## src/hw/rtl/polygon_hit_test_priority_defines.svh

```systemverilog
// Assertion macros shared by the polygon hit test RTL.
`ifndef POLYGON_HIT_TEST_PRIORITY_DEFINES_SVH
`define POLYGON_HIT_TEST_PRIORITY_DEFINES_SVH

// Check a condition on every clock edge outside reset.
`define PHTP_CHECK(label, cond, msg) \
  label: assert property (@(posedge clk) disable iff (rst) (cond)) else $error(msg);

// Check that a condition implies another one on the next clock edge.
`define PHTP_CHECK_NEXT(label, ante, cons, msg) \
  label: assert property (@(posedge clk) disable iff (rst) (ante) |=> (cons)) \
    else $error(msg);

`endif

```

## src/hw/rtl/phtp_pkg.sv

```systemverilog
// Types and constants of the polygon hit test block.
`timescale 1ns / 1ps
`default_nettype none

package phtp_pkg;

  localparam int COORD_BITS = 32;
  localparam int ROAD_BITS  = 16;
  localparam int PRIO_BITS  = 16;
  localparam int DIFF_BITS  = COORD_BITS + 1;
  localparam int PROD_BITS  = 2 * DIFF_BITS;

  localparam logic [1:0] OP_QUERY  = 2'd0;
  localparam logic [1:0] OP_VERTEX = 2'd1;
  localparam logic [1:0] OP_FINISH = 2'd2;

  localparam logic [1:0] MIN_RING_SEEN = 2'd2;
  localparam logic [1:0] SEEN_MAX      = 2'd3;

  typedef logic signed [COORD_BITS-1:0] coord_t;
  typedef logic signed [DIFF_BITS-1:0]  diff_t;
  typedef logic signed [PROD_BITS-1:0]  prod_t;
  typedef logic signed [PRIO_BITS-1:0]  prio_t;
  typedef logic [ROAD_BITS-1:0]         road_t;

  typedef enum logic [1:0] {
    K_QUERY,
    K_VERTEX,
    K_FINISH
  } kind_t;

  typedef struct packed {
    logic [1:0] operation;
    coord_t     coord_x;
    coord_t     coord_y;
    road_t      road_id;
    prio_t      priority_req;
    logic       ring_end;
  } cmd_t;

  typedef struct packed {
    logic  found;
    road_t hit_road;
  } rsp_t;

  typedef struct packed {
    kind_t  kind;
    coord_t x;
    coord_t y;
    road_t  road;
    prio_t  prio;
    logic   ring_end;
  } qitem_t;

  typedef struct packed {
    logic full;
    logic empty;
  } qstat_t;

  typedef struct packed {
    diff_t dqx;
    diff_t d;
    diff_t dbx;
    diff_t dqy;
    logic  live;
    logic  dpos;
  } edge_prep_t;

  typedef struct packed {
    prod_t lhs;
    prod_t rhs;
    logic  live;
    logic  dpos;
  } edge_prod_t;

endpackage

`default_nettype wire

```

## src/hw/rtl/phtp_queue.sv

```systemverilog
// Short queue of classified items between front and back end.
`timescale 1ns / 1ps
`default_nettype none
`include "polygon_hit_test_priority_defines.svh"

module phtp_queue #(
  parameter int DEPTH = 4
) (
  input  wire logic             clk,
  input  wire logic             rst,
  input  wire logic             push,
  input  wire phtp_pkg::qitem_t push_item,
  input  wire logic             pop,
  output phtp_pkg::qitem_t      head,
  output phtp_pkg::qstat_t      stat
);
  import phtp_pkg::*;

  localparam int PTR_W = (DEPTH > 1) ? $clog2(DEPTH) : 1;
  localparam int CNT_W = $clog2(DEPTH + 1);

  qitem_t           slots [DEPTH];
  logic [PTR_W-1:0] wr_ptr;
  logic [PTR_W-1:0] rd_ptr;
  logic [CNT_W-1:0] count;
  logic             do_push;
  logic             do_pop;

  assign stat.full  = (count == CNT_W'(DEPTH));
  assign stat.empty = (count == '0);
  assign do_push    = push && !stat.full;
  assign do_pop     = pop && !stat.empty;
  assign head       = slots[rd_ptr];

  function automatic logic [PTR_W-1:0] bump(input logic [PTR_W-1:0] p);
    return (p == PTR_W'(DEPTH - 1)) ? '0 : p + 1'b1;
  endfunction

  always_ff @(posedge clk) begin
    if (rst) begin
      wr_ptr <= '0;
      rd_ptr <= '0;
      count  <= '0;
    end else begin
      if (do_push) begin
        wr_ptr <= bump(wr_ptr);
      end
      if (do_pop) begin
        rd_ptr <= bump(rd_ptr);
      end
      if (do_push && !do_pop) begin
        count <= count + 1'b1;
      end else if (do_pop && !do_push) begin
        count <= count - 1'b1;
      end
    end
  end

  always_ff @(posedge clk) begin
    if (do_push) begin
      slots[wr_ptr] <= push_item;
    end
  end

  `PHTP_CHECK(a_count_bound, count <= CNT_W'(DEPTH), "queue count beyond depth")
  `PHTP_CHECK_NEXT(a_push_lands, push && !stat.full && !pop, !stat.empty, "push lost")

endmodule

`default_nettype wire

```

## config.mk

```make
export PLATFORM = sky130hd
export DESIGN_NAME = phtp_queue
export DESIGN_NICKNAME = d
export VERILOG_FILES = /design/src/hw/rtl/phtp_pkg.sv /design/src/hw/rtl/phtp_queue.sv
export VERILOG_INCLUDE_DIRS = /design/src /design/src/hw/rtl
export SDC_FILE = /design/constraint.sdc
export NUM_CORES = 1
export LEC_CHECK = 0
export ABC_AREA = 0
export BUFFER_PORTS_ARGS = -buffer_cell sky130_fd_sc_hd__buf_2
export CAP_MARGIN = 20
export CORE_UTILIZATION = 61
export DETAILED_ROUTE_END_ITERATION = 8
export PLACE_DENSITY_LB_ADDON = 0.15
export SLEW_MARGIN = 0
export SYNTH_ARGS = -nofsm -noshare
export SYNTH_HDL_FRONTEND = slang
export SYNTH_SLANG_ARGS = --single-unit
```

## constraint.sdc

```tcl
create_clock -name clk -period 6.78 [get_ports clk]
set_clock_uncertainty 0.2 [all_clocks]
set_input_delay 0.678 -clock clk [delete_from_list [all_inputs] [get_ports clk]]
set_output_delay 0.678 -clock clk [all_outputs]
set_load 0.02 [all_outputs]
```

==> impl_metrics.toml <==
[global_route]
grt_usage_pct = 21.9
overflow = 0
antenna_found_initial = 6
first_global_vias = 6961
grt_pass1_wl_um = 39300
grt_max_degree = 65

[synthesis]
ys_warn_count = 0
syn_avg_cell_area_um2 = 26.0
synth_area_mm2 = 0.0147
syn_inst = 567
yosysSeqAreaShare_pct = 82.0
synth_area_leaders = "edfxtp_1 (81%), mux4_2 (15%), dfxtp_1 (1.2%)"
yosysTopAreaCellShare_pct = 80.8
ys_types = 24
syn_nets = 677
synth_top_cell_by_area = "edfxtp_1"
synthFlopType = "edfxtp_1"
synth-edff-count = 396
ys_ff_latch = 405
async_reset_ff_share_pct = 0

[floorplan]
ios = 204
initial_utilization_pct = 62.5
die_x_um = 157
rows = 56
die_height_um = 157
die_area_mm2 = 0.0248
coreArea_mm2 = 0.0235

[hold_path]
holdPathEnd = "slots[0][48]"
min_path_type = "in -> reg"
hold_depth = 1
hp-start = "push_item[48]"

[cells_and_area]
finalInstanceArea_mm2 = 0.0173
seqCellArea_mm2 = 0.0121
fin_util_pct = 73.7
finalNetCount = 905
area_growth_pct = 17.8
n_fill_cell = 1368
multiInputGateArea_mm2 = 0.00251
drive_gt1_share_pct = 44.5

[timing]
setup_violations = 0
tns_ps = 0
hold_violations = 0
rsz0062_at_grt = "false"
fmax_ghz = 0.265
maxSlewHeadroom_pct = 34.8
min_period_ps = 3770
whs_ps = 177
drv_slew = 0
tightest_slew_ps = 978
period_share_pct = 55.6

[worst_setup_path]
timing.rr.end = "slots[1][52]"
critPathKind = "reg -> out"
rr_worst_depth = 3
start_kind = "register"
worstPathRequired_ps = 5900
arrival_ps = 2890
path_max_fanout = 38
reg2reg_slack_ps = 3880
r2r_start = "count[0]"
endpoint_kind = "primary output"

[power_and_ir_drop]
p_per_area_mw_per_mm2 = 384
power_leakage_nw = 5.82
peakVddDrop_mv = 0.353
finalPower_mw = 6.66

[clocking]
h-tree-depth = 2
cts_tree = "built"
postCtsSetupBuffers = 0
cts_inserted_buffers = 40
cts-root-buf = "clkbuf_16"
cts.sinks = 405
clock_latency_ps = 520
clock_path_buffers = 3
hold_buffers = 0
clkTransAtPathRegs_ps = 60
cts-resized-gates = 0

[run_status]
status = "finished clean"

[detailed_routing]
avgViaCountPerCell = 5.79
ant_nets = 0
first_iter_violations = 440
wl_per_cell_um = 22.8
vias = 6628
drcViolationCount = 0
wirelength_um = 26200
dr.pass1.iters = 4

[place]
placed_area_mm2 = 0.0161
port_buffers = 203
dp_hpwl_um = 15500
gp_congestion = 0.785

[run]
maxCapViolations = 0
-- per-stage QoR --
| step | cells | worst slack [ps] |
|---|---|---|
| floorplan | 567 | 3090 |
| global placement | 1072 | 3430 |
| detailed placement | 1072 | 3410 |
| CTS | 1142 | 2860 |
| global route | 1142 | 2730 |
| finish | 1145 | 3010 |
-- Yosys cell counts (2+ instances only) --
master,instances
a21oi_1,3
and3_1,4
buf_2,11
buf_8,2
clkbuf_1,9
dfxtp_1,9
edfxtp_1,396
ha_1,6
inv_1,4
mux2i_1,2
mux4_2,99
nand3_1,2
nor2_1,4
nor3_1,2
o21ai_0,2
o31ai_1,2
or3_1,2
xor2_1,2
-- state kept, by name (all words and copies together) (netlist names), named ones only --
| name | count |
|---|---|
| rd_ptr | 2 |
| slots | 396 |
| count | 3 |
| wr_ptr | 2 |
-- critical path, cell delays in order (launching register included) --
cell and delay (ps):
dfxtp_4 840, buf_4 700, mux4_2 600, buf_2 180
-- layout make-up --
cell class	instances	area share, %
sequential	405	69.7
clock buffer	55	6.34
inverter	5	0.115
timing repair buffer	210	6.16
multi-input combinational	133	14.5
antenna	3	0.0433
clock inverter	15	0.916
tap	319	2.30
-- power breakdown --
group	switching [mW]	total [mW]	internal (mW)
Combinational	0.809	1.40	0.595
Clock	0.849	2.10	1.25
Sequential	0.128	3.16	3.03
Total	1.79	6.66	4.88
-- routing by layer --
layer	wire, um	GRT usage, %	vias up
li1	-	-	2904
met1	10600	28.5	3475
met2	13400	36.9	205
met3	1710	5.86	38
met4	407	5.87	6
met5	36	0	-
-- cell usage in the layout, fill, tap and decap left out --
cell / synthesis / routed
edfxtp_1: 396 / 396
buf_2: 11 / 203
mux4_2: 99 / 99
clkbuf_16: 0 / 42
clkbuf_1: 9 / 13
clkinv_1: 0 / 7
dfxtp_1: 9 / 7
buf_4: 1 / 7
ha_1: 6 / 6
inv_1: 4 / 4
clkinv_2: 1 / 4
nor2_1: 4 / 4
and3_4: 0 / 4
diode_2: 0 / 3
a21oi_1: 3 / 3
bufinv_16: 0 / 3
nor3_1: 2 / 2
o31ai_1: 2 / 2
xor2_1: 2 / 2
nand3_1: 2 / 2
or3_1: 2 / 2
mux2i_1: 2 / 2
o21ai_0: 2 / 2
dfxtp_4: 0 / 2
or3b_1: 1 / 1
nand2_1: 1 / 1
fa_1: 1 / 1
inv_8: 0 / 1
clkinv_8: 0 / 1
-- worst max-delay path by stage --
stage | startpoint | end | slack (ps)
CTS | register | head[87] | 2860
global placement | register | head[61] | 3430
finish | register | head[8] | 3010
floorplan | count[0] | slots[0][0] | 3090
global route | register | head[76] | 2730
detailed placement | register | head[76] | 3410
-- cells by family after synthesis --
family | synth area share (%)
XOR/XNOR | 0.119
AND/OR/NAND/NOR | 0.578
flip-flops | 82.0
AO/OA/AOI/OAI | 0.272
adder cells (fa/ha/maj) | 0.646
multiplexers | 15.3
buffers and inverters | 1.07
(Power assumes the default switching activity.)
