### src/hw/rtl/polygon_hit_test_priority_defines.svh
// Assertion macros shared by the polygon hit test RTL.
`ifndef POLYGON_HIT_TEST_PRIORITY_DEFINES_SVH
`define POLYGON_HIT_TEST_PRIORITY_DEFINES_SVH

// Check a condition on every clock edge outside reset.
`define PHTP_CHECK(label, cond, msg) \
  label: assert property (@(posedge clk) disable iff (rst) (cond)) else $error(msg);

// Check that a condition implies another one on the next clock edge.
`define PHTP_CHECK_NEXT(label, ante, cons, msg) \
  label: assert property (@(posedge clk) disable iff (rst) (ante) |=> (cons)) \
    else $error(msg);

`endif

### src/hw/rtl/phtp_pkg.sv
// Types and constants of the polygon hit test block.
`timescale 1ns / 1ps
`default_nettype none

package phtp_pkg;

  localparam int COORD_BITS = 32;
  localparam int ROAD_BITS  = 16;
  localparam int PRIO_BITS  = 16;
  localparam int DIFF_BITS  = COORD_BITS + 1;
  localparam int PROD_BITS  = 2 * DIFF_BITS;

  localparam logic [1:0] OP_QUERY  = 2'd0;
  localparam logic [1:0] OP_VERTEX = 2'd1;
  localparam logic [1:0] OP_FINISH = 2'd2;

  localparam logic [1:0] MIN_RING_SEEN = 2'd2;
  localparam logic [1:0] SEEN_MAX      = 2'd3;

  typedef logic signed [COORD_BITS-1:0] coord_t;
  typedef logic signed [DIFF_BITS-1:0]  diff_t;
  typedef logic signed [PROD_BITS-1:0]  prod_t;
  typedef logic signed [PRIO_BITS-1:0]  prio_t;
  typedef logic [ROAD_BITS-1:0]         road_t;

  typedef enum logic [1:0] {
    K_QUERY,
    K_VERTEX,
    K_FINISH
  } kind_t;

  typedef struct packed {
    logic [1:0] operation;
    coord_t     coord_x;
    coord_t     coord_y;
    road_t      road_id;
    prio_t      priority_req;
    logic       ring_end;
  } cmd_t;

  typedef struct packed {
    logic  found;
    road_t hit_road;
  } rsp_t;

  typedef struct packed {
    kind_t  kind;
    coord_t x;
    coord_t y;
    road_t  road;
    prio_t  prio;
    logic   ring_end;
  } qitem_t;

  typedef struct packed {
    logic full;
    logic empty;
  } qstat_t;

  typedef struct packed {
    diff_t dqx;
    diff_t d;
    diff_t dbx;
    diff_t dqy;
    logic  live;
    logic  dpos;
  } edge_prep_t;

  typedef struct packed {
    prod_t lhs;
    prod_t rhs;
    logic  live;
    logic  dpos;
  } edge_prod_t;

endpackage

`default_nettype wire

### src/hw/rtl/phtp_front.sv
// Front end: accepts command transfers, classifies them and queues those with a known operation.
`timescale 1ns / 1ps
`default_nettype none

module phtp_front (
  input  wire logic            clk,
  input  wire logic            rst,
  input  wire logic            cmd_valid,
  output logic                 cmd_stall,
  input  wire phtp_pkg::cmd_t  cmd,
  input  wire phtp_pkg::qstat_t q_stat,
  output logic                 q_push,
  output phtp_pkg::qitem_t     q_item
);
  import phtp_pkg::*;

  logic   hold;
  logic   keep;
  kind_t  kind;
  logic   take;
  qitem_t item;

  always_comb begin
    keep = 1'b1;
    case (cmd.operation)
      OP_QUERY:  kind = K_QUERY;
      OP_VERTEX: kind = K_VERTEX;
      OP_FINISH: kind = K_FINISH;
      default: begin
        kind = K_QUERY;
        keep = 1'b0;
      end
    endcase
  end

  assign cmd_stall = hold && q_stat.full;
  assign take      = cmd_valid && !cmd_stall;
  assign q_push    = hold && !q_stat.full;
  assign q_item    = item;

  always_ff @(posedge clk) begin
    if (rst) begin
      hold <= 1'b0;
    end else if (take) begin
      hold <= keep;
    end else if (q_push) begin
      hold <= 1'b0;
    end
  end

  always_ff @(posedge clk) begin
    if (take) begin
      item.kind     <= kind;
      item.x        <= cmd.coord_x;
      item.y        <= cmd.coord_y;
      item.road     <= cmd.road_id;
      item.prio     <= cmd.priority_req;
      item.ring_end <= cmd.ring_end;
    end
  end

endmodule

`default_nettype wire

### config.mk
export PLATFORM = sky130hd
export DESIGN_NAME = phtp_front
export DESIGN_NICKNAME = d
export VERILOG_FILES = /design/src/hw/rtl/polygon_hit_test_priority_defines.svh /design/src/hw/rtl/phtp_pkg.sv /design/src/hw/rtl/phtp_front.sv
export SDC_FILE = /design/constraint.sdc
export NUM_CORES = 1
export LEC_CHECK = 0
export BUFFER_PORTS_ARGS = -buffer_cell sky130_fd_sc_hd__buf_2
export CORE_ASPECT_RATIO = 1.25
export CORE_MARGIN = 1
export CORE_UTILIZATION = 44
export CTS_CLUSTER_SIZE = 28
export DETAILED_ROUTE_END_ITERATION = 16
export PLACE_DENSITY = 0.81
export REMOVE_ABC_BUFFERS = 1
export SETUP_SLACK_MARGIN = 0.3
export SLEW_MARGIN = 5
export SYNTH_ARGS = -nofsm -noshare
export SYNTH_HDL_FRONTEND = slang
export SYNTH_SLANG_ARGS = --single-unit
### constraint.sdc
create_clock -name clk -period 11.11 [get_ports clk]
set_input_delay 1.6665 -clock clk [delete_from_list [all_inputs] [get_ports clk]]
set_output_delay 1.6665 -clock clk [all_outputs]
set_load 0.005 [all_outputs]
==> metrics.md, run 1 <==
| Metric | Value |
|---|---|
| P_sw | `147.8 uW` |
| Max-cap check violation count | `0` |
| Fin crit share | `0.3365` |
| Distinct cells, synth | `7` |
| Synth Cell Area | `0.003047 sq mm` |
| Layout cells sized above 1 | `0.6789` |
| DRC errors left | `0` |
| Design area | `0.004402 sq mm` |
| CTS resizes | `0` |
| GR Overflow Total | `0` |
| DR vias | `1831` |
| Outcome | `finished clean` |
| Setup TNS | `0 ns` |
| Post CTS Setup Buffer Count | `0` |
| DRT iter0 DRCs | `77` |
| Arr. time, crit path | `2.07 ns` |
| Pleak | `0.001921 uW` |
| Initial Util | `0.4612` |
| DRT antenna net count | `0` |
| VDD IR max | `0.1056 mV` |
| Clock sink total | `100` |
| WL per Instance | `15.37 um` |
| First-pass GRT wire length | `8790 um` |
| Logic pwr share | `0.071` |
| Max Fanout on Critical Path | `2` |
| Tot GR Track Use | `0.1685` |
| PortBufs | `203` |
| RSZ-0062 raised after global routing | `no` |
| Skew final | `0.01017 ns` |
| Final wirelength | `6364 um` |
| Max Root-Sink Buffers | `2` |
| Crit path cell chain | `buf_2 > and2b_2 > buf_2` |
| Critical path type | `in -> out` |
| Cells after synthesis | `107` |
| Mapped Avg Cell Area | `28.47 sq um` |
| Cell Int Power | `595.7 uW` |
| ANT cells | `0` |
| Net Sw Frac | `0.1988` |
| Sequential area share after synthesis | `0.9823` |
| Highest clock rate | `0.2675 GHz` |
| Max Slew Vio Count | `0` |
| Top delay family on crit path | `buffers and inverters` |
| Die span in y | `95.04 um` |
| WHS Path Cells | `2` |
| Worst Path Buf+Inv | `2` |
| Largest net degree at the start of global routing | `62` |
| Slew @ Worst Pin | `1.033 ns` |
| Vias per std cell | `4.423` |
| Synth warn | `0` |
| Hold Crit Class | `reg -> reg` |
| Post-CTS Hold Fix Bufs | `0` |
| Clk pwr share | `0.329` |
| Core Util, Final | `0.6663` |
| Setup crit end kind | `output port` |
| Share of total power in sequential cells | `0.600` |
| CP Data Required Time | `9.44 ns` |
| Most Frequent Cell on Critical Path | `buf_2` |
| Stages on worst setup path | `3` |
| Power per Cell Area | `168.9 mW/mm^2` |
| Site Rows | `33` |
| H-tree depth | `3` |
| Post-layout nets | `426` |
| FF-to-FF path depth | `3` |
| Vias in the first global route | `1814` |
| Post-synthesis register bit count | `100` |
| Io pins | `205` |
| Final setup violation count | `0` |
| CP max stage delay | `0.20 ns` |
| Layout area overhead | `44.48%` |
| Clock transition at path regs | `0.08 ns` |
| CTS tree | `done` |
| Clk_lat worst skew | `0.35 ns` |
| Die area | `0.007263 sq mm` |
| Worst relative slew slack | `0.3098` |
| Critical-path top delay cell | `and2b_2` |
| Critical Path Source Type | `input pin` |
| GPL Wtd Cong | `0.6711` |
| Final Critical Period | `3.738 ns` |
| Width of the die | `76.43 um` |
| Initial antenna violation count | `0` |
| Final hold viol count | `0` |
| CTS buffer count | `9` |
| 1st-pass router iterations | `4` |
| Area post-placement | `0.004187 sq mm` |
| Clock root cell | `clkbuf_8` |
| Hold WS | `0.6572 ns` |
| Core area | `0.006606 sq mm` |
flip-flops by register name, indices dropped and copies added (netlist names):
register / flops
q_item: 99
hold: 1
power groups by stage:
| stage | Combinational (uW) | Sequential, uW | Clock (uW) |
|---|---|---|---|
| after global placement | 51.4 | 454 | 0 |
| after CTS | 53.7 | 447 | 250 |
| final | 52.9 | 446 | 245 |
| after detailed placement | 53.6 | 455 | 0 |
| after floorplan | 7.68 | 462 | 0 |
| after global routing | 57.3 | 448 | 262 |
worst min-delay path, delay by kind of cell (launching register included):
kind / cells / cell delay (ns)
flops: 1 / 0.34
simple gates: 1 / 0.16
compound gates: 1 / 0.13
placed cells by master (no fill, tap or decap), drive strengths merged:
master / n
o21ba: 1
inv: 1
and2b: 1
clkbuf: 10
nor2b: 3
buf: 204
edfxtp: 99
and2: 1
dfxtp: 1
bufinv: 2
clkinv: 3
a21boi: 1
final timing paths:
path	startpoint	to	slack, ns
min reg2reg	hold	hold	0.66
max	q_stat[1]	q_push	7.37
max reg2reg	hold	q_item[79]	8.69
min	hold	hold	0.66
per-stage QoR:
stage / total power, uW / cells / setup slack [ns]
3_5_place_dp: 508.7 / 398 / 7.194
4_1_cts: 750.8 / 414 / 7.371
6_report: 743.6 / 414 / 7.372
3_3_place_gp: 505.4 / 398 / 7.281
2_1_floorplan: 469.2 / 107 / 4.350
5_1_grt: 768.0 / 414 / 7.352
cells in the mapped netlist:
library cell  number  area share
and2b_2            1      0.0029
dfxtp_1            1      0.0066
and2_4             1      0.0029
nor2b_1            3      0.0062
edfxtp_1          99        0.98
a21boi_0           1      0.0025
o21ba_1            1      0.0033
per-layer routing:
layer / track usage / wire length (um)
met1: 0.1767 / 2262
met2: 0.3011 / 3474
met3: 0.05933 / 530
met4: 0.08654 / 96
met5: 0 / 0
logic make-up (layout without fill, tap and decap cells):
group | count (synthesis) | after routing | synth area share
AO/OA/AOI/OAI | 2 | 2 | 0.005751
buffers and inverters | 0 | 220 | 0
flip-flops | 100 | 100 | 0.9823
AND/OR/NAND/NOR | 5 | 5 | 0.01191
layout make-up:
cell class	count	area, sq um
flip-flops and latches	100	2993
fillers	507	2205
repair buffers	204	1023
clock buffers	10	127.6
well taps	87	108.9
clock inverters	6	87.58
multi-input cells	7	61.31
No activity file was read; power rests on OpenSTA's default activity.
==> run 2, diff against run 1 <==
- CORE_UTILIZATION: 44 -> 41
- PLACE_DENSITY: 0.81 -> 0.76
- clock period: 11.11 -> 3.6 ns (I/O delays scaled with it)
==> run 2 against run 1 <==
  * Final area decreased by 0.54%
  * Register-to-register slack got worse by 6.6 ns
  * Wire length increased by 3.6%
  * Sequential power increased to 3.1 times the previous value
  * Critical endpoint is now q_item[2]
==> metrics.md, run 2 (synthesized netlist as in run 1, its figures left out) <==
| Metric | Value |
|---|---|
| Outcome | `finished clean` |
| Worst relative slew slack | `0.5222` |
| CTS buffer count | `9` |
| Final hold viol count | `0` |
| Logic pwr share | `0.075` |
| VDD IR max | `0.3794 mV` |
| First-pass GRT wire length | `9404 um` |
| Clk_lat worst skew | `0.34 ns` |
| RSZ-0062 raised after global routing | `no` |
| Commonest cells after routing, fill and taps aside | `203 x buf_2, 99 x edfxtp_1, 10 x clkbuf_8` |
| Initial Util | `0.4314` |
| Critical-path top delay cell | `buf_4` |
| Layout area overhead | `43.70%` |
| Hold Crit Class | `in -> reg` |
| CTS tree | `done` |
| Worst Path Buf+Inv | `1` |
| Die area | `0.007782 sq mm` |
| Max Slew Vio Count | `0` |
| Highest clock rate | `0.6440 GHz` |
| Post-layout nets | `427` |
| Width of the die | `79.10 um` |
| Power per Cell Area | `496.4 mW/mm^2` |
| Post-CTS Hold Fix Bufs | `0` |
| Hold WS | `0.3625 ns` |
| Share of total power in sequential cells | `0.634` |
| Clk pwr share | `0.291` |
| Met3 WL | `763 um` |
| M1 wire length | `2100 um` |
| Core area | `0.007062 sq mm` |
| Largest net degree at the start of global routing | `60` |
| Die span in y | `98.38 um` |
| Io pins | `205` |
| Commonest non-fill, non-tap cell in the layout | `buf_2` |
| Vias per std cell | `4.365` |
| Clock root cell | `clkbuf_8` |
| FF-to-FF path depth | `3` |
| GPL Wtd Cong | `0.7438` |
| Post-DP HPWL | `5127 um` |
| Critical Path Source Type | `flop` |
| DRC errors left | `0` |
| Pwr Total | `2173 uW` |
| Slew @ Worst Pin | `0.7167 ns` |
| Final wirelength | `6590 um` |
| 1st-pass router iterations | `4` |
| Cell Int Power | `1721 uW` |
| DRT antenna net count | `0` |
| Clock transition at path regs | `0.10 ns` |
| Post CTS Setup Buffer Count | `0` |
| Metal2 WL | `3550 um` |
| CTS resizes | `0` |
| Critical path type | `reg -> reg` |
| Vias in the first global route | `1901` |
| P_sw | `452.6 uW` |
| Skew final | `0.01428 ns` |
| Net Sw Frac | `0.2082` |
| Clock sink total | `100` |
| PortBufs | `203` |
| Crit path cell chain | `and2_4 > nor2b_4 > buf_4` |
| CP Data Required Time | `3.58 ns` |
| Max Fanout on Critical Path | `59` |
| Top Layer Used | `met5` |
| WL per Instance | `15.73 um` |
| H-tree depth | `3` |
| WHS Path Cells | `1` |
| Site Rows | `34` |
| Pleak | `0.001899 uW` |
| Layout cells sized above 1 | `0.6768` |
| Stages on worst setup path | `3` |
| Fin crit share | `0.4313` |
| Final setup violation count | `0` |
| CP max stage delay | `0.57 ns` |
| Arr. time, crit path | `1.53 ns` |
| Top delay family on crit path | `buffers and inverters` |
| Tot GR Track Use | `0.1700` |
| DRT iter0 DRCs | `90` |
| Max-cap check violation count | `0` |
| Initial antenna violation count | `3` |
| Max Root-Sink Buffers | `2` |
| GR Overflow Total | `0` |
| Final Critical Period | `1.553 ns` |
| Max reg flops | `99` |
| DR vias | `1829` |
| Setup crit end kind | `flop` |
run 2: cell types whose count changed in the layout (fill, tap and decap cells not counted), sizes merged:
cell,change
buf,+1
bufinv,-2
clkbuf,+2
clkinv,-2
clkinvlp,+2
diode,+1
run 2: stage by stage:
step                cells  utilization  setup slack [ns]  setup TNS (ns)  instance area (sq um)
floorplan             107            -            -2.034         -201.37                   3047
global placement      402       0.5944             1.722               0                   4198
detailed placement    402       0.5944             1.686               0                   4198
CTS                   418       0.6196             2.040               0                   4375
global route          418       0.6196             1.980               0                   4375
finish                419       0.6200             2.047               0                   4378
run 2: worst reg2reg max path, delay by kind of cell (launching register included):
kind	cells	cell delay [ns]
buf+inv	1	0.57
flops	1	0.32
simple gates	2	0.26
run 2: worst paths after layout:
kind         startpoint    endpoint  slack (ns)
min reg2reg        hold        hold        0.66
max reg2reg        hold   q_item[2]        2.05
max                hold   q_item[2]        2.05
min             cmd[22]  q_item[22]        0.36
run 2: power groups by stage:
stage	clock, uW	sequential, uW	combinational, uW
after floorplan	0	1420	23.7
after global placement	0	1400	162
after detailed placement	0	1400	167
after CTS	652	1380	167
after global routing	695	1380	178
final	632	1380	164
run 2: layer usage:
metal | vias up | GRT usage
met5 | - | 0
met4 | 4 | 0.06993
met3 | 15 | 0.08972
met2 | 115 | 0.2964
met1 | 837 | 0.1649
li1 | 858 | -
run 2: layout make-up:
class                      count  area [sq um]
antenna                        1         2.502
sequential                   100          2993
multi-input combinational      7         61.31
timing repair buffer         205          1031
tap                           90         112.6
clock buffer                  12         145.1
fill                         550          2684
clock inverter                 4         32.53
